`src/rtl/modexp_pkg.sv`:
```
`timescale 1ns / 1ps
`default_nettype none
// ----------------------------------------------------------------------------
// modexp_pkg
// Shared widths, defaults and status types for the modular exponentiation
// block.
// ----------------------------------------------------------------------------
package modexp_pkg;

   localparam int unsigned MOD_BITS_DEF = 31;
   localparam int unsigned EXP_BITS_DEF = 32;

   localparam int unsigned MODULUS_W = 31;
   localparam int unsigned BASE_W    = 31;
   localparam int unsigned EXPON_W   = 32;
   localparam int unsigned RESULT_W  = 31;

   localparam logic [MODULUS_W-1:0] RESET_MODULUS = 31'd1000000007;

   typedef struct packed {
      logic busy;
      logic done;
   } mm_status_type;

   typedef struct packed {
      logic idle;
      logic done;
   } seq_status_type;

endpackage : modexp_pkg
`default_nettype wire

```
`src/rtl/modexp_if.sv`:
```
`timescale 1ns / 1ps
`default_nettype none
// ----------------------------------------------------------------------------
// modexp_if
// Valid/ready channels for requests and responses of the exponentiation block.
// ----------------------------------------------------------------------------
interface modexp_req_if;
   logic                               valid;
   logic                               ready;
   logic                               mode;
   logic [modexp_pkg::BASE_W-1:0]      base;
   logic [modexp_pkg::EXPON_W-1:0]     exponent;

   modport source (output valid, output mode, output base, output exponent,
                   input ready);
   modport sink   (input valid, input mode, input base, input exponent,
                   output ready);
endinterface : modexp_req_if

interface modexp_rsp_if;
   logic                               valid;
   logic                               ready;
   logic [modexp_pkg::RESULT_W-1:0]    result;

   modport source (output valid, output result, input ready);
   modport sink   (input valid, input result, output ready);
endinterface : modexp_rsp_if
`default_nettype wire

```
`src/rtl/modexp_mulmod.sv`:
```
`timescale 1ns / 1ps
`default_nettype none
// ----------------------------------------------------------------------------
// modexp_mulmod
// Bit-serial interleaved modular multiplier: one bit of x per cycle, MSB
// first, r = 2r + bit*y reduced by m or 2m. y must be below m.
// ----------------------------------------------------------------------------
module modexp_mulmod #(
   parameter int unsigned MOD_BITS = modexp_pkg::MOD_BITS_DEF
) (
   input  wire logic                      clock,
   input  wire logic                      reset,
   input  wire logic                      start,
   input  wire logic [MOD_BITS-1:0]       op_x,
   input  wire logic [MOD_BITS-1:0]       op_y,
   input  wire logic [MOD_BITS-1:0]       modulus,
   output logic [MOD_BITS-1:0]            product,
   output modexp_pkg::mm_status_type      status
);

   localparam int unsigned CW = $clog2(MOD_BITS);
   localparam int unsigned SW = MOD_BITS + 2;

   logic [MOD_BITS-1:0] x_ff, x_in;
   logic [MOD_BITS-1:0] y_ff, y_in;
   logic [MOD_BITS-1:0] r_ff, r_in;
   logic [CW-1:0]       cnt_ff, cnt_in;
   logic                busy_ff, busy_in;
   logic                done_ff, done_in;

   logic [SW-1:0] sum;
   logic [SW-1:0] m1;
   logic [SW-1:0] m2;
   logic [SW-1:0] diff1;
   logic [SW-1:0] diff2;
   logic [MOD_BITS-1:0] r_step;

   always_comb begin
      m1    = SW'(modulus);
      m2    = SW'({modulus, 1'b0});
      sum   = SW'({r_ff, 1'b0}) + (x_ff[MOD_BITS-1] ? SW'(y_ff) : '0);
      diff1 = sum - m1;
      diff2 = sum - m2;
      if (sum >= m2) begin
         r_step = diff2[MOD_BITS-1:0];
      end else if (sum >= m1) begin
         r_step = diff1[MOD_BITS-1:0];
      end else begin
         r_step = sum[MOD_BITS-1:0];
      end
   end

   always_comb begin
      x_in    = x_ff;
      y_in    = y_ff;
      r_in    = r_ff;
      cnt_in  = cnt_ff;
      busy_in = busy_ff;
      done_in = 1'b0;
      if (start) begin
         x_in    = op_x;
         y_in    = op_y;
         r_in    = '0;
         cnt_in  = CW'(MOD_BITS - 1);
         busy_in = 1'b1;
      end else if (busy_ff) begin
         x_in = {x_ff[MOD_BITS-2:0], 1'b0};
         r_in = r_step;
         if (cnt_ff == '0) begin
            busy_in = 1'b0;
            done_in = 1'b1;
         end else begin
            cnt_in = cnt_ff - CW'(1);
         end
      end
   end

   always_ff @(posedge clock) begin
      if (reset) begin
         busy_ff <= 1'b0;
         done_ff <= 1'b0;
      end else begin
         busy_ff <= busy_in;
         done_ff <= done_in;
      end
   end

   always_ff @(posedge clock) begin
      x_ff   <= x_in;
      y_ff   <= y_in;
      r_ff   <= r_in;
      cnt_ff <= cnt_in;
   end

   assign product     = r_ff;
   assign status.busy = busy_ff;
   assign status.done = done_ff;

endmodule : modexp_mulmod
`default_nettype wire

```
`src/rtl/modexp_seq.sv`:
```
`timescale 1ns / 1ps
`default_nettype none
// ----------------------------------------------------------------------------
// modexp_seq
// Square-and-multiply sequencer: scans the exponent LSB first and drives the
// shared serial multiplier for base reduction, multiplies and squarings.
// ----------------------------------------------------------------------------
module modexp_seq #(
   parameter int unsigned MOD_BITS = modexp_pkg::MOD_BITS_DEF,
   parameter int unsigned EXP_BITS = modexp_pkg::EXP_BITS_DEF
) (
   input  wire logic                              clock,
   input  wire logic                              reset,
   input  wire logic                              start,
   input  wire logic                              mode,
   input  wire logic [modexp_pkg::BASE_W-1:0]     base,
   input  wire logic [modexp_pkg::EXPON_W-1:0]    exponent,
   input  wire logic [MOD_BITS-1:0]               modulus,
   input  wire logic                              slot_free,
   output logic [modexp_pkg::RESULT_W-1:0]        result,
   output modexp_pkg::seq_status_type             status
);

   localparam int unsigned WA = (EXP_BITS > MOD_BITS) ? EXP_BITS : MOD_BITS;
   localparam int unsigned WX = (WA > modexp_pkg::EXPON_W) ? WA : modexp_pkg::EXPON_W;

   localparam logic [2:0] S_IDLE   = 3'd0;
   localparam logic [2:0] S_REDUCE = 3'd1;
   localparam logic [2:0] S_DECIDE = 3'd2;
   localparam logic [2:0] S_MUL    = 3'd3;
   localparam logic [2:0] S_SQR    = 3'd4;
   localparam logic [2:0] S_DONE   = 3'd5;

   logic [2:0]          state_ff, state_in;
   logic [EXP_BITS-1:0] e_ff, e_in;
   logic [MOD_BITS-1:0] acc_ff, acc_in;
   logic [MOD_BITS-1:0] sq_ff, sq_in;
   logic [MOD_BITS-1:0] m_ff, m_in;
   logic [MOD_BITS-1:0] one_ff, one_in;
   logic                mm_start_ff, mm_start_in;

   logic [WX-1:0]       inv_exp;
   logic [WX-1:0]       raw_exp;
   logic [MOD_BITS-1:0] m_eff;
   logic [MOD_BITS-1:0] mm_x;
   logic [MOD_BITS-1:0] mm_y;
   logic [MOD_BITS-1:0] mm_product;
   logic                e_upper_nz;
   modexp_pkg::mm_status_type mm_status;

   modexp_mulmod #(
      .MOD_BITS (MOD_BITS)
   ) u_mulmod (
      .clock   (clock),
      .reset   (reset),
      .start   (mm_start_ff),
      .op_x    (mm_x),
      .op_y    (mm_y),
      .modulus (m_ff),
      .product (mm_product),
      .status  (mm_status)
   );

   always_comb begin
      inv_exp = WX'(modulus) - WX'(2);
      raw_exp = WX'(exponent);
      m_eff   = (modulus == '0) ? MOD_BITS'(1) : modulus;
   end

   always_comb begin
      case (state_ff)
         S_REDUCE: begin
            mm_x = sq_ff;
            mm_y = one_ff;
         end
         S_MUL: begin
            mm_x = acc_ff;
            mm_y = sq_ff;
         end
         default: begin
            mm_x = sq_ff;
            mm_y = sq_ff;
         end
      endcase
   end

   assign e_upper_nz = (e_ff[EXP_BITS-1:1] != '0);

   always_comb begin
      state_in    = state_ff;
      e_in        = e_ff;
      acc_in      = acc_ff;
      sq_in       = sq_ff;
      m_in        = m_ff;
      one_in      = one_ff;
      mm_start_in = 1'b0;
      case (state_ff)
         S_IDLE: begin
            if (start) begin
               e_in        = mode ? inv_exp[EXP_BITS-1:0] : raw_exp[EXP_BITS-1:0];
               acc_in      = MOD_BITS'(1);
               sq_in       = base[MOD_BITS-1:0];
               m_in        = m_eff;
               one_in      = (m_eff == MOD_BITS'(1)) ? '0 : MOD_BITS'(1);
               mm_start_in = 1'b1;
               state_in    = S_REDUCE;
            end
         end
         S_REDUCE: begin
            if (mm_status.done) begin
               sq_in    = mm_product;
               state_in = S_DECIDE;
            end
         end
         S_DECIDE: begin
            if (e_ff == '0) begin
               state_in = S_DONE;
            end else if (e_ff[0]) begin
               mm_start_in = 1'b1;
               state_in    = S_MUL;
            end else begin
               mm_start_in = 1'b1;
               state_in    = S_SQR;
            end
         end
         S_MUL: begin
            if (mm_status.done) begin
               acc_in = mm_product;
               if (e_upper_nz) begin
                  mm_start_in = 1'b1;
                  state_in    = S_SQR;
               end else begin
                  state_in = S_DONE;
               end
            end
         end
         S_SQR: begin
            if (mm_status.done) begin
               sq_in    = mm_product;
               e_in     = {1'b0, e_ff[EXP_BITS-1:1]};
               state_in = S_DECIDE;
            end
         end
         S_DONE: begin
            if (slot_free) begin
               state_in = S_IDLE;
            end
         end
         default: begin
            state_in = S_IDLE;
         end
      endcase
   end

   always_ff @(posedge clock) begin
      if (reset) begin
         state_ff    <= S_IDLE;
         mm_start_ff <= 1'b0;
      end else begin
         state_ff    <= state_in;
         mm_start_ff <= mm_start_in;
      end
   end

   always_ff @(posedge clock) begin
      e_ff   <= e_in;
      acc_ff <= acc_in;
      sq_ff  <= sq_in;
      m_ff   <= m_in;
      one_ff <= one_in;
   end

   assign result      = modexp_pkg::RESULT_W'(acc_ff);
   assign status.idle = (state_ff == S_IDLE);
   assign status.done = (state_ff == S_DONE) && slot_free;

`ifndef SYNTHESIS
   a_done_in_wait: assert property (@(posedge clock) disable iff (reset)
      mm_status.done |-> (state_ff == S_REDUCE || state_ff == S_MUL || state_ff == S_SQR))
      else $error("multiplier finished outside a wait state");

   a_start_when_free: assert property (@(posedge clock) disable iff (reset)
      mm_start_ff |-> !mm_status.busy)
      else $error("multiplier started while busy");

   a_acc_reduced: assert property (@(posedge clock) disable iff (reset)
      (state_ff == S_MUL && mm_status.done) |=> (acc_ff < m_ff))
      else $error("accumulator not reduced after multiply");

   a_exp_hold_in_mul: assert property (@(posedge clock) disable iff (reset)
      (state_ff == S_MUL) |=> $stable(e_ff))
      else $error("exponent changed during multiply");
`endif

endmodule : modexp_seq
`default_nettype wire

```
`src/rtl/modular_exponentiation.sv`:
```
`timescale 1ns / 1ps
`default_nettype none
// ----------------------------------------------------------------------------
// modular_exponentiation
// Right-to-left square-and-multiply modular exponentiation with a
// configurable modulus and a Fermat inverse mode.
// ----------------------------------------------------------------------------
// Channel   Dir  Handshake      Payload
// req_if    in   valid/ready    mode, base, exponent
// rsp_if    out  valid/ready    result
// csr_*     in   csr_wr_en      csr_wr_data (modulus)
//
// One transaction at a time; every product is computed in the
// shared bit-serial multiplier: one base reduction, one product per set
// exponent bit, one squaring per bit below the top set bit, and one
// decision state per exponent bit.
// Synchronous reset sets the modulus to 1000000007 and empties the response
// register; completion stalls only while that register is full.
// ----------------------------------------------------------------------------
module modular_exponentiation #(
   parameter int unsigned MOD_BITS = modexp_pkg::MOD_BITS_DEF,
   parameter int unsigned EXP_BITS = modexp_pkg::EXP_BITS_DEF
) (
   input  wire logic                                clock,
   input  wire logic                                reset,
   modexp_req_if.sink                               req_if,
   modexp_rsp_if.source                             rsp_if,
   input  wire logic                                csr_wr_en,
   input  wire logic [modexp_pkg::MODULUS_W-1:0]    csr_wr_data
);

   logic [MOD_BITS-1:0]               csr_modulus_ff;
   logic                              rsp_valid_ff, rsp_valid_in;
   logic [modexp_pkg::RESULT_W-1:0]   rsp_result_ff, rsp_result_in;
   logic [modexp_pkg::RESULT_W-1:0]   seq_result;
   logic                              slot_free;
   logic                              req_take;
   modexp_pkg::seq_status_type        seq_status;

   assign slot_free = !rsp_valid_ff || rsp_if.ready;
   assign req_take  = req_if.valid && seq_status.idle;

   modexp_seq #(
      .MOD_BITS (MOD_BITS),
      .EXP_BITS (EXP_BITS)
   ) u_seq (
      .clock     (clock),
      .reset     (reset),
      .start     (req_take),
      .mode      (req_if.mode),
      .base      (req_if.base),
      .exponent  (req_if.exponent),
      .modulus   (csr_modulus_ff),
      .slot_free (slot_free),
      .result    (seq_result),
      .status    (seq_status)
   );

   always_ff @(posedge clock) begin
      if (reset) begin
         csr_modulus_ff <= modexp_pkg::RESET_MODULUS[MOD_BITS-1:0];
      end else if (csr_wr_en) begin
         csr_modulus_ff <= csr_wr_data[MOD_BITS-1:0];
      end
   end

   always_comb begin
      rsp_valid_in  = rsp_valid_ff;
      rsp_result_in = rsp_result_ff;
      if (seq_status.done) begin
         rsp_valid_in  = 1'b1;
         rsp_result_in = seq_result;
      end else if (rsp_if.ready) begin
         rsp_valid_in = 1'b0;
      end
   end

   always_ff @(posedge clock) begin
      if (reset) begin
         rsp_valid_ff <= 1'b0;
      end else begin
         rsp_valid_ff <= rsp_valid_in;
      end
   end

   always_ff @(posedge clock) begin
      rsp_result_ff <= rsp_result_in;
   end

   assign req_if.ready  = seq_status.idle;
   assign rsp_if.valid  = rsp_valid_ff;
   assign rsp_if.result = rsp_result_ff;

endmodule : modular_exponentiation
`default_nettype wire
```
`src/flat_wrapper.sv`:
```
// flat-port wrapper written by rule: the top's interface ports become plain ports
module modular_exponentiation_flat 
#(
   parameter int unsigned MOD_BITS = modexp_pkg::MOD_BITS_DEF,
   parameter int unsigned EXP_BITS = modexp_pkg::EXP_BITS_DEF
)
  (clock, reset, csr_wr_en, csr_wr_data, req_if_valid, req_if_mode, req_if_base, req_if_exponent, req_if_ready, rsp_if_valid, rsp_if_result, rsp_if_ready);
  modexp_req_if req_if_i ();
  modexp_rsp_if rsp_if_i ();
  input  wire logic clock;
  input  wire logic reset;
  input  wire logic csr_wr_en;
  input  wire logic [modexp_pkg::MODULUS_W-1:0] csr_wr_data;
  input wire logic [$bits(req_if_i.valid)-1:0] req_if_valid;
  input wire logic [$bits(req_if_i.mode)-1:0] req_if_mode;
  input wire logic [$bits(req_if_i.base)-1:0] req_if_base;
  input wire logic [$bits(req_if_i.exponent)-1:0] req_if_exponent;
  output wire logic [$bits(req_if_i.ready)-1:0] req_if_ready;
  output wire logic [$bits(rsp_if_i.valid)-1:0] rsp_if_valid;
  output wire logic [$bits(rsp_if_i.result)-1:0] rsp_if_result;
  input wire logic [$bits(rsp_if_i.ready)-1:0] rsp_if_ready;
  assign req_if_i.valid = req_if_valid;
  assign req_if_i.mode = req_if_mode;
  assign req_if_i.base = req_if_base;
  assign req_if_i.exponent = req_if_exponent;
  assign req_if_ready = req_if_i.ready;
  assign rsp_if_valid = rsp_if_i.valid;
  assign rsp_if_result = rsp_if_i.result;
  assign rsp_if_i.ready = rsp_if_ready;
  modular_exponentiation #(.MOD_BITS(MOD_BITS), .EXP_BITS(EXP_BITS)) u_core (.clock(clock), .reset(reset), .req_if(req_if_i), .rsp_if(rsp_if_i), .csr_wr_en(csr_wr_en), .csr_wr_data(csr_wr_data));
endmodule
```
`config.mk`:
```
export PLATFORM = sky130hd
export DESIGN_NAME = modular_exponentiation_flat
export DESIGN_NICKNAME = d
export VERILOG_FILES = /design/src/rtl/modexp_pkg.sv /design/src/rtl/modexp_if.sv /design/src/rtl/modexp_mulmod.sv /design/src/rtl/modexp_seq.sv /design/src/rtl/modular_exponentiation.sv /design/src/flat_wrapper.sv
export SDC_FILE = /design/constraint.sdc
export NUM_CORES = 1
export LEC_CHECK = 0
export ABC_CLOCK_PERIOD_IN_PS = 15100
export BUFFER_PORTS_ARGS = -buffer_cell sky130_fd_sc_hd__buf_2
export CAP_MARGIN = 15
export CELL_PAD_IN_SITES_DETAIL_PLACEMENT = 0
export CELL_PAD_IN_SITES_GLOBAL_PLACEMENT = 1
export CORE_MARGIN = 10
export CORE_UTILIZATION = 45
export CTS_CLUSTER_DIAMETER = 150
export CTS_CLUSTER_SIZE = 12
export DETAILED_ROUTE_END_ITERATION = 6
export HOLD_SLACK_MARGIN = 0.06
export PLACE_DENSITY_LB_ADDON = 0.12
export SYNTH_ARGS = -nofsm -noshare
export SYNTH_HDL_FRONTEND = slang
export SYNTH_SLANG_ARGS = --single-unit
```
`constraint.sdc`:
```
create_clock -name clock -period 15.1 [get_ports clock]
set_clock_uncertainty 0.1 [all_clocks]
set_input_delay 3.775 -clock clock [delete_from_list [all_inputs] [get_ports clock]]
set_output_delay 3.775 -clock clock [all_outputs]
set_load 0.05 [all_outputs]
```
; ---- Word level (Yosys, flattened, before mapping)
; Cells that the tools add are included.
[word_totals]
ff_bits = 323
latchBits = 0
ramBits = 0
mem_bits_ro = 0
n_memories = 0
[classes]
n_addsub = 5
n_mul = 0
div = 0
order_cmp = 2
n_eq_ne = 11
n_shift = 0
n_mux = 37
bitwise = 2
reduce_logical = 22
[ops]
columns = op, count
row1 = 31-bit two-way mux, 11
row2 = 31-bit case mux with 2 select lines, 2
row3 = 32-bit two-way mux, 3
row4 = 32-bit case mux with 2 select lines, 1
row5 = 31-bit subtractor, 2
row6 = 32-bit by 31-bit adder with 33-bit output, 1
row7 = 33-bit by 31-bit >= comparator with 1-bit output, 1
row8 = 33-bit by 32-bit >= comparator with 1-bit output, 1
row9 = 32-bit zero test, 1
row10 = "31-bit by 2-bit subtractor with 32-bit output, second input constant", 1
row11 = "31-bit by 1-bit == test with 1-bit output, second input constant", 1
row12 = 31-bit zero test, 1
row13 = 31-bit nonzero test, 1
row14 = 3-bit two-way mux, 6
row15 = 3-bit case mux with 5 select lines, 1
row16 = 1-bit two-way mux, 12
row17 = 2-bit nonzero test, 5
row18 = 3-bit AND reduction, 3
row19 = "2-bit by 1-bit inequality test with 1-bit output, second input constant", 4
row20 = "3-bit by 2-bit == test with 1-bit output, second input constant", 2
row21 = "3-bit == test, second input constant", 2
row22 = 5-bit zero test, 1
row23 = "5-bit by 1-bit subtractor with 5-bit output, second input constant", 1
row24 = 2-bit AND reduction, 2
row25 = 11 further kinds, 13

; ---- Depth between registers and ports, before layout
; Gate-level depths: netlist of the first run.
[depth]
ltp_word = 5
ltp_mapped = 24
depth_no_buf = 21

; ---- Modules after synthesis
; A second synthesis of the first run with hierarchy kept.
[unflattened]
cells_unflattened = 1744
hier_area_um2 = 17644.4
[by_module_without_submodules]
columns = module, instances, cells_per_inst, area_each_um2
row1 = modexp_mulmod, 1, 990, 8878.5
row2 = modexp_seq, 1, 617, 6650.1
row3 = modular_exponentiation, 1, 137, 2115.8

; ---- Least setup slack after synthesis of the first run
; OpenSTA, ideal clock, no wires.
[synth_path]
kind = input port to flip-flop
startpoint = input port req_if_valid
endpoint = register u_core.u_seq.e_ff[0], enable pin
setup_ps = 388
arrival_ps = 5389
t_required_ps = 14612
slack_ps = 9223
cell_stages = 2
path_cell_list = and2_1 -> a21o_1
[synth_between]
elab_chain_cells = 3
[synth_lines]
columns = item, line
row1 = from (decl), flat_wrapper.sv:14  ; input wire logic [$bits(req_if_i.valid)-1:0] req_if_valid;
row2 = 1-bit logical AND, modular_exponentiation.sv:41  ; assign req_take = req_if.valid && seq_status.idle;
row3 = 2-bit by 1-bit inequality test with 1-bit output (no source line), n/a
row4 = 3-bit AND reduction (no source line), n/a
row5 = to (signal assigned), modexp_seq.sv:166  ; e_ff <= e_in;
row6 = to (decl), modexp_seq.sv:35  ; logic [EXP_BITS-1:0] e_ff, e_in;
; No other way between the ends.
; A chain may end at the register's enable or synchronous reset.

; ---- Worst setup path after layout of the first run
[layout_path]
startpoint = register u_core.u_seq.u_mulmod.x_ff[30]
endpoint = register u_core.u_seq.u_mulmod.r_ff[23], in the netlist u_core.u_seq.u_mulmod.product[23]
[layout_between]
elab_chain_cells = 5
word_cells_on_any_way = 8
cone_classes = add/sub: 3 / order compare: 2 / mux: 3
[layout_lines]
columns = item, line
row1 = from (decl), modexp_mulmod.sv:24  ; logic [MOD_BITS-1:0] x_ff, x_in;
row2 = from (signal assigned), modexp_mulmod.sv:89  ; x_ff <= x_in;
row3 = 31-bit two-way mux (*), modexp_mulmod.sv:41  ; sum = SW'({r_ff, 1'b0}) + (x_ff[MOD_BITS-1] ? SW'(y_ff) : '0);
row4 = 32-bit by 31-bit adder with 33-bit output (*), modexp_mulmod.sv:41
row5 = 31-bit subtractor or 33-bit by 31-bit >= comparator with 1-bit output (tied branches), "modexp_mulmod.sv:42, modexp_mulmod.sv:46"
row6 = 31-bit two-way mux, modexp_mulmod.sv:46  ; end else if (sum >= m1) begin
row7 = 31-bit two-way mux (*), modexp_mulmod.sv:44  ; if (sum >= m2) begin
row8 = to (signal assigned), modexp_mulmod.sv:91  ; r_ff <= r_in;
row9 = to (decl), modexp_mulmod.sv:26  ; logic [MOD_BITS-1:0] r_ff, r_in;
; Every way passes the cells marked *; elsewhere a longest branch is shown, timed or not.

==> key figures, run 1 <==
Outcome
  • Status: finished, final reports clean

GRT
  • First-pass GRT wire length: 73.9 mm
  • Overflow after GRT: 0
  • Vias in the first global route: 13,100
  • Pin count of the biggest net entering global routing: 92
  • Antenna violations before repair: 0
  • GRT Overall Usage: 19.2%

Worst setup path
  • R2r setup slk: 8.27 ns
  • Critical path launch point type: register
  • Setup CP Type: register to register
  • Critical path peak fanout: 31
  • Critical path's largest stage delay: 0.91 ns
  • CP Launch Point: u_core.u_seq.u_mulmod.x_ff[30]
  • Worst setup path endpoint: u_core.u_seq.u_mulmod.product[23]
  • Reg2reg start: u_core.u_seq.u_mulmod.x_ff[30]
  • Reg2Reg Depth: 20
  • Worst reg2reg endpoint: u_core.u_seq.u_mulmod.product[23]
  • Worst path cell trace: and2_1 -> ha_1 -> fa_1 -> a21oi_1 -> o21a_1 -> nor2_1 -> a41o_2 -> a21o_1 -> a21oi_1 -> xnor2_1 -> ha_1 -> nand3_1 -> o2bb2ai_1 -> a211o_1 -> o21ai_1 -> nand3_1 -> a211oi_2 -> nand2_1 -> nor2_1 -> a221o_1
  • Worst Path Required: 15.50 ns
  • Crit. End Element: register
  • CP Data Arrival Time: between 7 and 8 ns
  • Slowest cell on crit path: a211oi_2

Detailed routing
  • Total detailed-routing wirelength: between 40 and 50 mm
  • DR vias/cell: 5.58
  • Met3 routed WL: 2.14 mm
  • Routed Antenna Nets: 0
  • Routed wire per std cell: 19.4 um
  • Drt pass-1 iters: 5
  • DRC Markers: 0
  • DR WL met2: approximately 21 mm
  • Routed vias: around 13,000
  • Metal-1 WL: 23.1 mm
  • DRT iter0 DRCs: 998
  • Uppermost routed layer: met4

Clock network
  • Post-CTS Setup Repair Bufs: 0
  • CTS max path bufs: 3
  • Clk_lat worst skew: 0.57 ns
  • H-tree Lvls: 1
  • Reg clk slew, reported paths: approximately 0.07 ns
  • Root Buffer: clkbuf_16
  • Post-CTS sizing: 0
  • CTS tree: yes
  • CTS Buf Count: 28
  • CTS Hold Bufs: 0
  • # clock sinks: 293

Synthesis
  • YS warnings: 0
  • Compound-cell area share of the yosys netlist: approximately 16%
  • Synth area leader: edfxtp_1
  • Synth cell types: 84
  • Post-synthesis xor/xnor area fraction: around 4.6%
  • Mean Syn Cell Area: 9.75 um2
  • Multiplexer share of the synthesized area: 5.36%
  • Register bit total from synthesis: a little under 300
  • Post-Synth Simple-Gate Area: roughly 17%
  • Seq/Total Area, Yosys: 45.7%
  • Number of synthesized flops with an enable pin: 219
  • Top area cells in the synthesized netlist: edfxtp_1, dfxtp_1, ha_1
  • Synth Flop Type: edfxtp_1
  • Top cell type's share of synthesized area: 37.3%
  • Synth Area in Adders: 7.01%
  • FFs w/ async S/R, synth: 0%
  • Cell count after synthesis: 1,808
  • Netlist Area Pre-Place: approximately 0.018 mm2
  • Syn_nets: 2,005
  • Largest family of logic cells by synthesized area: simple AND/OR/NAND/NOR gates

Pwr
  • Leak pwr: ~7.6 nW
  • Pwr Density: 170 mW/mm2
  • IR drop worst, VDD: roughly 98 uV
  • Total power: 3.31 mW

Placement
  • RePlAce Congestion: 0.899
  • DPL Wire Length: 35.4 mm
  • PortBufs: 132
  • Pre-CTS setup slack: 8.29 ns
  • Post-DP Area: 0.0186 mm2

STA
  • Final setup violation count: 0
  • Worst Max-Slew Pin Slew: 1.11 ns
  • Setup TNS: 0 ns
  • F_max: 147 MHz
  • Slew margin rel.: 26.1%
  • Final period util: 45.2%
  • Pins Over Slew Limit: 0
  • Final setup margin: 8.27 ns
  • RSZ-0062 raised after global routing: no
  • Minimum clock period: between 6 and 7 ns
  • Final number of hold-violating endpoints: 0

Worst hold path
  • Hold Path Class: register to register

Die
  • Core Footprint: between 0.03 and 0.04 mm2
  • Die Width: ~220 um
  • # rows: between 70 and 80
  • Boundary Pins: 133
  • Die height: about 220 um
  • Initial Utilization: around 46%
  • Die ar.: 0.0475 mm2

Cells and area
  • Area Growth Syn to Fin: 10.3%
  • Share of cells above drive strength 1: 13.0%
  • Filler Cell Count: 3,616
  • Final nets: 2,069
  • Final Util: 50.2%
  • Multi-input gate area in the final layout: around 0.0089 mm2
  • Antenna Cells: 0
  • Final Instance Area: about 0.02 mm2
  • FF/Latch Area: 0.00806 mm2

Flow run
  • Number of max-cap violations: 0
synth_stat cells, types with 19 or more instances:
| library cell | number |
|---|---|
| mux2_2 | 35 |
| nand2_1 | 200 |
| and2_1 | 63 |
| a21o_1 | 33 |
| clkbuf_1 | 92 |
| o21ai_0 | 101 |
| a21oi_1 | 115 |
| xor2_1 | 32 |
| nor4_1 | 19 |
| nor3_1 | 33 |
| nor2b_1 | 39 |
| inv_1 | 71 |
| a31oi_1 | 41 |
| nand2b_1 | 20 |
| edfxtp_1 | 219 |
| xnor2_1 | 61 |
| ha_1 | 94 |
| mux2i_1 | 55 |
| nand3_1 | 44 |
| nor2_1 | 115 |
| dfxtp_1 | 74 |
worst max-delay path, delay by kind of cell, from the launching register on:
family	cells	cell delay (ns)
simple gates	6	1.73
compound gates	10	3.00
flops	1	0.70
fa+ha+maj	3	0.99
xor+xnor	1	0.23
layout by cell type (no fill, tap or decap), types with 32 or more instances in the layout:
master,netlist,routed
buf_2,5,132
mux2_2,35,35
xor2_1,32,32
a21o_1,33,33
xnor2_1,61,61
a31oi_1,41,41
nor2b_1,39,38
mux2i_1,55,55
edfxtp_1,219,219
nor2_1,115,112
nand2_1,200,200
dfxtp_1,74,73
nor3_1,33,32
and2_1,63,63
a21oi_1,115,114
inv_1,71,71
nand3_1,44,44
ha_1,94,94
o21ai_0,101,101
metal layers:
layer	up-vias	track usage (%)
li1	6714	-
met1	6415	27.7
met2	283	29.8
met3	52	2.51
met4	0	4.30
met5	-	0
power breakdown:
part | total [mW] | switching [mW] | internal [mW] | leakage (nW)
clock | 0.661 | 0.302 | 0.359 | 0.388
combinational | 1.59 | 0.958 | 0.634 | 4.58
sequential | 1.06 | 0.0876 | 0.970 | 2.68
total | 3.31 | 1.35 | 1.96 | 7.65
layout make-up:
| cell class | instances | share of cell area (%) |
|---|---|---|
| inverter | 72 | 1.39 |
| clock inverter | 1 | 0.0451 |
| tap | 518 | 3.33 |
| sequential | 293 | 41.5 |
| multi-input combinational | 1333 | 45.7 |
| timing repair buffer | 144 | 3.86 |
| clock buffer | 51 | 4.16 |
logic make-up after synthesis:
family	count (synthesis)
xor+xnor	93
flops	293
compound gates	437
fa+ha+maj	97
simple gates	616
buf+inv	182
mux	90
how the worst min path moves through the flow:
stage	startpoint	to	slack, ns	depth (start not counted)
detailed placement	u_core.u_seq.result[22]	u_core.rsp_if.result[22]	0.33	0
finish	u_core.u_seq.u_mulmod.cnt_ff[4]	u_core.u_seq.u_mulmod.cnt_ff[4]	0.34	2
floorplan	u_core.u_seq.u_mulmod.cnt_ff[4]	u_core.u_seq.u_mulmod.cnt_ff[4]	0.31	2
CTS	u_core.u_seq.u_mulmod.cnt_ff[4]	u_core.u_seq.u_mulmod.cnt_ff[4]	0.35	2
global placement	u_core.u_seq.u_mulmod.cnt_ff[4]	u_core.u_seq.u_mulmod.cnt_ff[4]	0.33	2
global route	u_core.u_seq.result[22]	u_core.rsp_if.result[22]	0.36	0
stage by stage:
stage	instances	hold slack, ns
floorplan	1808	0.314
global placement	2360	0.327
detailed placement	2360	0.334
CTS	2412	0.345
global route	2412	0.364
finish	2412	0.341
sequential cells by signal (all words and copies together), names as in the netlist:
| signal | count |
|---|---|
| u_core.u_seq.e_ff | 32 |
| u_core.csr_modulus_ff | 31 |
| u_core.rsp_if.result | 31 |
| u_core.u_seq.m_ff | 31 |
| u_core.u_seq.result | 31 |
| u_core.u_seq.sq_ff | 31 |
| u_core.u_seq.u_mulmod.product | 31 |
| u_core.u_seq.u_mulmod.x_ff | 31 |
| u_core.u_seq.u_mulmod.y_ff | 31 |
| u_core.u_seq.u_mulmod.cnt_ff | 5 |
| u_core.u_seq.state_ff | 3 |
| u_core.rsp_if.valid | 1 |
| u_core.u_seq.mm_start_ff | 1 |
| u_core.u_seq.one_ff | 1 |
| u_core.u_seq.u_mulmod.busy_ff | 1 |
| u_core.u_seq.u_mulmod.done_ff | 1 |
(Power assumes the default switching activity.)
==> run 2, diff against run 1 <==
--- a/config.mk
+++ b/config.mk
@@ -5,7 +5,7 @@
 export SDC_FILE = /design/constraint.sdc
 export NUM_CORES = 1
 export LEC_CHECK = 0
-export ABC_CLOCK_PERIOD_IN_PS = 15100
+export ABC_CLOCK_PERIOD_IN_PS = 7000
 export BUFFER_PORTS_ARGS = -buffer_cell sky130_fd_sc_hd__buf_2
 export CAP_MARGIN = 15
 export CELL_PAD_IN_SITES_DETAIL_PLACEMENT = 0
==> constraint.sdc (replaced) <==
create_clock -name clock -period 7 [get_ports clock]
set_clock_uncertainty 0.1 [all_clocks]
set_input_delay 1.75 -clock clock [delete_from_list [all_inputs] [get_ports clock]]
set_output_delay 1.75 -clock clock [all_outputs]
set_load 0.05 [all_outputs]
==> key figures, run 2 (synthesis results as in run 1) <==
Outcome
  • Status: finished, final reports clean (unchanged)

Clock network
  • H-tree Lvls: 1 (unchanged)
  • Clk_lat worst skew: 0.59 ns (was 0.57 ns)
  • CTS tree: yes (unchanged)
  • CTS Buf Count: 28 (unchanged)
  • Post-CTS Setup Repair Bufs: 0 (unchanged)
  • Root Buffer: clkbuf_16 (unchanged)
  • CTS Hold Bufs: 0 (unchanged)
  • CTS max path bufs: 3 (unchanged)
  • Reg clk slew, reported paths: 0.06 ns (was 0.07 ns)
  • Post-CTS sizing: 0 (unchanged)
  • # clock sinks: 293 (unchanged)

Detailed routing
  • Total detailed-routing wirelength: 48.4 mm (was 46.8 mm)
  • Drt pass-1 iters: 6 (was 5)
  • Routed wire per std cell: 20.0 um (was 19.4 um)
  • Routed Antenna Nets: 0 (unchanged)
  • DRC Markers: 0 (unchanged)
  • Routed vias: 13,500 (about the same)
  • DR vias/cell: 5.60 (was 5.58)
  • DRT iter0 DRCs: 884 (was 998)

STA
  • Final number of hold-violating endpoints: 0 (unchanged)
  • Minimum clock period: 6.28 ns (was 6.83 ns)
  • F_max: 159 MHz (was 147 MHz)
  • Final period util: 89.7% (was 45.2%)
  • WHS: 0.338 ns (was 0.341 ns)
  • Slew margin rel.: 33.2% (was 26.1%)
  • RSZ-0062 raised after global routing: no (unchanged)
  • Pins Over Slew Limit: 0 (unchanged)
  • Setup TNS: 0 ns (unchanged)
  • Final setup violation count: 0 (unchanged)
  • Worst Max-Slew Pin Slew: 1.00 ns (was 1.11 ns)

Placement
  • Placed Instances: 2,368 (was 2,360)
  • RePlAce Congestion: 0.876 (was 0.899)
  • PortBufs: 132 (unchanged)
  • Post-DP Area: 0.0187 mm2 (was 0.0186 mm2)
  • DPL Wire Length: 36.8 mm (was 35.4 mm)

Die
  • Die Width: 218 um (unchanged)
  • # rows: 72 (unchanged)
  • Initial Utilization: 45.5% (unchanged)
  • Die ar.: 0.0475 mm2 (unchanged)
  • Boundary Pins: 133 (unchanged)
  • Die height: 218 um (unchanged)
  • Core Footprint: 0.0387 mm2 (unchanged)

Cells and area
  • Area Growth Syn to Fin: 10.8% (was 10.3%)
  • Commonest non-fill, non-tap cells in the layout: edfxtp_1, nand2_1, buf_2 (unchanged)
  • Final Instance Area: 0.0195 mm2 (was 0.0194 mm2)
  • Antenna Cells: 0 (unchanged)
  • Final instance count without filler cells: 2,421 (was 2,412)
  • Commonest non-fill, non-tap cell in the layout: edfxtp_1 (unchanged)
  • Filler Cell Count: 3,684 (was 3,616)
  • Top reg by flops: u_core.u_seq.e_ff (unchanged)
  • Final nets: 2,078 (was 2,069)
  • Share of cells above drive strength 1: 13.5% (was 13.0%)
  • Max reg flops: 32 (unchanged)

Worst setup path
  • Setup CP Type: register to register (unchanged)
  • Critical path peak fanout: 24 (was 31)
  • Crit. End Element: register (unchanged)
  • R2r setup slk: 0.72 ns (was 8.27 ns)
  • Worst setup path endpoint: u_core.u_seq.u_mulmod.product[25] (was u_core.u_seq.u_mulmod.product[23])
  • CP Launch Point: u_core.u_seq.u_mulmod.x_ff[30] (unchanged)
  • Critical path launch point type: register (unchanged)
  • Reg2Reg Depth: 19 (was 20)
  • Worst Path Required: 7.35 ns (was 15.50 ns)
  • Reg2reg start: u_core.u_seq.u_mulmod.x_ff[30] (unchanged)
  • Worst reg2reg endpoint: u_core.u_seq.u_mulmod.product[25] (was u_core.u_seq.u_mulmod.product[23])
  • CP Data Arrival Time: 6.63 ns (was 7.23 ns)

Worst hold path
  • Hold Path Class: register to register (unchanged)

GRT
  • Pin count of the biggest net entering global routing: 67 (was 92)
  • Vias in the first global route: 13,200 (was 13,100)
  • First-pass GRT wire length: 75.8 mm (was 73.9 mm)
  • Overflow after GRT: 0 (unchanged)
  • GRT Overall Usage: 19.9% (was 19.2%)
  • Antenna violations before repair: 0 (unchanged)

Flow run
  • Number of max-cap violations: 0 (unchanged)

Pwr
  • Leak pwr: 7.70 nW (was 7.65 nW)
  • IR drop worst, VDD: 205 uV (was 98.3 uV)
  • Pwr Density: 371 mW/mm2 (was 170 mW/mm2)
  • Total power: 7.25 mW (was 3.31 mW)
-- run 2: changes by cell type in the layout (fill, tap and decap cells not counted), sizes merged --
cell    change
buf         +9
clkbuf      -1
clkinv      +2
inv         -1
-- run 2: per-stage QoR --
stage / util [%] / setup slack [ns]
after detailed placement: 48.2 / 0.803
after floorplan: - / 1.69
final: 50.4 / 0.720
after global routing: 50.4 / 0.350
after global placement: 48.2 / 0.916
after CTS: 50.4 / 0.772
-- run 2: worst min path at each step --
stage                                    startpoint                              end  depth (start not counted)
finish              u_core.u_seq.u_mulmod.cnt_ff[4]  u_core.u_seq.u_mulmod.cnt_ff[4]                          2
global route                 u_core.u_seq.result[6]          u_core.rsp_if.result[6]                          0
CTS                 u_core.u_seq.u_mulmod.cnt_ff[4]  u_core.u_seq.u_mulmod.cnt_ff[4]                          2
detailed placement  u_core.u_seq.u_mulmod.cnt_ff[4]  u_core.u_seq.u_mulmod.cnt_ff[4]                          2
global placement    u_core.u_seq.u_mulmod.cnt_ff[4]  u_core.u_seq.u_mulmod.cnt_ff[4]                          2
floorplan           u_core.u_seq.u_mulmod.cnt_ff[4]  u_core.u_seq.u_mulmod.cnt_ff[4]                          2
-- run 2: per-layer routing --
| metal | GRT usage [%] | vias up | wire, um |
|---|---|---|---|
| met2 | 31.6 | 310 | 21800 |
| met5 | 0 | - | 0 |
| li1 | - | 6734 | - |
| met3 | 2.70 | 51 | 1960 |
| met1 | 28.3 | 6452 | 23700 |
| met4 | 4.10 | 0 | 955 |
-- run 2: cell type report --
class	count	area, um2	share of cell area [%]
inverters	72	270	1.38
well taps	518	648	3.32
clock buffers	50	805	4.12
repair buffers	153	831	4.25
multi-input cells	1333	8890	45.5
flip-flops and latches	293	8060	41.3
clock inverters	2	35.0	0.179
-- run 2: power by group --
part	internal (mW)	switching, mW
logic	1.40	2.12
registers	2.09	0.201
clock network	0.777	0.666
total	4.27	2.99
-- run 2: critical path: stages, from the launching register on --
cell       delay [ns]
edfxtp_1         0.66
and2_1           0.26
ha_1             0.34
a2111oi_2        0.39
o31ai_1          0.21
a41o_2           0.36
and2_1           0.16
a31o_1           0.24
a21o_1           0.18
a21oi_1          0.17
xnor2_1          0.28
ha_1             0.37
a21o_1           0.19
a21oi_1          0.22
o21ai_0          0.26
or3_1            0.38
a21o_1           0.20
a211oi_2         0.66
nor2_1           0.17
a221o_1          0.35
==> run 3, diff against run 2 <==
--- a/config.mk
+++ b/config.mk
@@ -16,6 +16,7 @@
 export CTS_CLUSTER_SIZE = 12
 export DETAILED_ROUTE_END_ITERATION = 6
 export HOLD_SLACK_MARGIN = 0.06
+export MAX_ROUTING_LAYER = met4
 export PLACE_DENSITY_LB_ADDON = 0.12
 export SYNTH_ARGS = -nofsm -noshare
 export SYNTH_HDL_FRONTEND = slang
==> key figures, run 3 (synthesis results as in run 1) <==
Outcome
  • Status: finished, final reports clean (unchanged)

Clock network
  • CTS Buf Count: 28 (unchanged)
  • CTS max path bufs: 3 (unchanged)
  • CTS tree: yes (unchanged)
  • # clock sinks: 293 (unchanged)
  • H-tree Lvls: 1 (unchanged)
  • Post-CTS sizing: 0 (unchanged)
  • Clk_lat worst skew: 0.57 ns (was 0.59 ns)
  • Root Buffer: clkbuf_16 (unchanged)
  • CTS Hold Bufs: 0 (unchanged)
  • Post-CTS Setup Repair Bufs: 0 (unchanged)
  • Reg clk slew, reported paths: 0.07 ns (was 0.06 ns)

STA
  • Final number of hold-violating endpoints: 0 (unchanged)
  • Final period util: 87.4% (was 89.7%)
  • F_max: 164 MHz (was 159 MHz)
  • Final setup violation count: 0 (unchanged)
  • Worst Max-Slew Pin Slew: 1.08 ns (was 1.00 ns)
  • RSZ-0062 raised after global routing: no (unchanged)
  • Slew margin rel.: 28.0% (was 33.2%)
  • Minimum clock period: 6.11 ns (was 6.28 ns)
  • Pins Over Slew Limit: 0 (unchanged)
  • Setup TNS: 0 ns (unchanged)
  • WHS: 0.338 ns (about the same)

Pwr
  • Power share of the sequential group: 31.8% (was 31.6%)
  • Leak pwr: 7.69 nW (was 7.70 nW)
  • Combinational Power Share: 48.2% (was 48.5%)
  • P_sw: 2.91 mW (was 2.99 mW)
  • Pwr Density: 368 mW/mm2 (was 371 mW/mm2)
  • Switching share of power: 40.5% (was 41.2%)
  • Clk pwr share: 20.0% (was 19.9%)
  • IR drop worst, VDD: 178 uV (was 205 uV)
  • Total power: 7.18 mW (was 7.25 mW)
  • Internal Power: 4.27 mW (about the same)

GRT
  • First-pass GRT wire length: 75.8 mm (about the same)
  • Overflow after GRT: 0 (unchanged)
  • Pin count of the biggest net entering global routing: 95 (was 67)
  • GRT Overall Usage: 20.4% (was 19.9%)
  • Vias in the first global route: 13,300 (was 13,200)
  • Antenna violations before repair: 0 (unchanged)

Cells and area
  • Filler Cell Count: 3,694 (was 3,684)
  • Area Growth Syn to Fin: 10.7% (was 10.8%)
  • Antenna Cells: 0 (unchanged)
  • Max reg flops: 32 (unchanged)
  • Final Util: 50.4% (about the same)
  • Commonest non-fill, non-tap cell in the layout: edfxtp_1 (unchanged)
  • Final Instance Area: 0.0195 mm2 (about the same)
  • Commonest non-fill, non-tap cells in the layout: edfxtp_1, nand2_1, buf_2 (unchanged)
  • Final nets: 2,076 (was 2,078)
  • Top reg by flops: u_core.u_seq.e_ff (unchanged)
  • Share of cells above drive strength 1: 13.4% (was 13.5%)

Detailed routing
  • Routed vias: 13,400 (was 13,500)
  • DRC Markers: 0 (unchanged)
  • Routed wire per std cell: 19.8 um (was 20.0 um)
  • Total detailed-routing wirelength: 48.0 mm (was 48.4 mm)
  • DR vias/cell: 5.55 (was 5.60)
  • Routed Antenna Nets: 0 (unchanged)
  • DRT iter0 DRCs: 1,053 (was 884)
  • Drt pass-1 iters: 5 (was 6)

Die
  • Die height: 218 um (unchanged)
  • # rows: 72 (unchanged)
  • Die Width: 218 um (unchanged)
  • Core Footprint: 0.0387 mm2 (unchanged)
  • Boundary Pins: 133 (unchanged)
  • Die ar.: 0.0475 mm2 (unchanged)
  • Initial Utilization: 45.5% (unchanged)

Worst hold path
  • Hold Path Class: register to register (unchanged)

Worst setup path
  • Critical path launch point type: register (unchanged)
  • Top Family by Delay on Critical Path: compound AO/OA/AOI/OAI gates (unchanged)
  • Worst path cell trace: and2_1 -> ha_1 -> a2111oi_2 -> o31ai_1 -> a41o_2 -> and2_1 -> a31o_1 -> a21o_1 -> a21oi_1 -> xnor2_1 -> ha_1 -> and3_1 -> and3_1 -> nand4_1 -> o21ai_1 -> or3_1 -> a21o_1 -> a211o_4 -> mux2i_1 -> a2111oi_1 (was and2_1 -> ha_1 -> a2111oi_2 -> o31ai_1 -> a41o_2 -> and2_1 -> a31o_1 -> a21o_1 -> a21oi_1 -> xnor2_1 -> ha_1 -> a21o_1 -> a21oi_1 -> o21ai_0 -> or3_1 -> a21o_1 -> a211oi_2 -> nor2_1 -> a221o_1)
  • Worst Path Required: 7.32 ns (was 7.35 ns)
  • Critical path peak fanout: 31 (was 24)
  • Critical path's largest stage delay: 0.66 ns (about the same)
  • Slowest cell on crit path: edfxtp_1 (unchanged)
  • CP Data Arrival Time: 6.44 ns (was 6.63 ns)
  • Crit. End Element: register (unchanged)
  • Setup CP Type: register to register (unchanged)
  • WP buf/inv: 0 (unchanged)

Placement
  • RePlAce Congestion: 0.908 (was 0.876)
  • DPL Wire Length: 36.5 mm (was 36.8 mm)
  • Post-DP Area: 0.0187 mm2 (about the same)
  • PortBufs: 132 (unchanged)

Flow run
  • Number of max-cap violations: 0 (unchanged)
==> run 3: changes by cell type in the layout (fill, tap and decap cells not counted) <==
cell	change
clkbuf_8	+1
inv_4	+1
clkinv_2	-1
clkinv_16	-1
buf_4	-2
==> run 3: power groups by stage <==
| stage | Sequential [mW] | Clock, mW | Combinational (mW) |
|---|---|---|---|
| final | 2.28 | 1.44 | 3.46 |
| after global routing | 2.31 | 1.54 | 3.82 |
| after CTS | 2.28 | 1.47 | 3.41 |
| after detailed placement | 2.32 | 0 | 3.40 |
| after global placement | 2.32 | 0 | 3.40 |
| after floorplan | 2.22 | 0 | 2.64 |
==> run 3: final cells by class <==
cell class              count  area, um2  share of cell area (%)
clock buffers              51        818                    4.19
clock inverters             1       6.26                  0.0321
inverters                  72        270                    1.39
multi-input cells        1333       8890                    45.6
flip-flops and latches    293       8060                    41.3
well taps                 518        648                    3.32
repair buffers            151        816                    4.18
==> run 3: per-stage QoR <==
step	cells	setup WS, ns
floorplan	1808	1.69
global placement	2366	1.01
detailed placement	2366	0.929
CTS	2418	0.883
global route	2419	0.479
finish	2419	0.885
==> run 3: path summary, 6_finish.rpt <==
| check | depth (start not counted) | slack (ns) | to | from |
|---|---|---|---|---|
| min | 2 | 0.34 | u_core.u_seq.u_mulmod.cnt_ff[4] | u_core.u_seq.u_mulmod.cnt_ff[4] |
| min reg2reg | 2 | 0.34 | u_core.u_seq.u_mulmod.cnt_ff[4] | u_core.u_seq.u_mulmod.cnt_ff[4] |
| max | 20 | 0.89 | u_core.u_seq.u_mulmod.product[2] | u_core.u_seq.u_mulmod.x_ff[30] |
| max reg2reg | 20 | 0.89 | u_core.u_seq.u_mulmod.product[2] | u_core.u_seq.u_mulmod.x_ff[30] |
==> run 3: worst reg2reg max path: stages, from the launching register on <==
cell and delay, ns:
edfxtp_1 0.66, and2_1 0.27, ha_1 0.34, a2111oi_2 0.38
o31ai_1 0.19, a41o_2 0.35, and2_1 0.16, a31o_1 0.24
a21o_1 0.18, a21oi_1 0.17, xnor2_1 0.23, ha_1 0.35
and3_1 0.21, and3_1 0.27, nand4_1 0.12, o21ai_1 0.07
or3_1 0.34, a21o_1 0.19, a211o_4 0.53, mux2i_1 0.21
a2111oi_1 0.43
==> run 3: routing by layer <==
layer	vias up	wire [um]	GRT usage, %	part of all wire (%)
li1	6719	-	-	-
met1	6348	23900	28.7	50
met2	302	21200	31.0	44
met3	57	1930	2.26	4.0
met4	0	926	4.67	1.9
met5	-	0	-	0
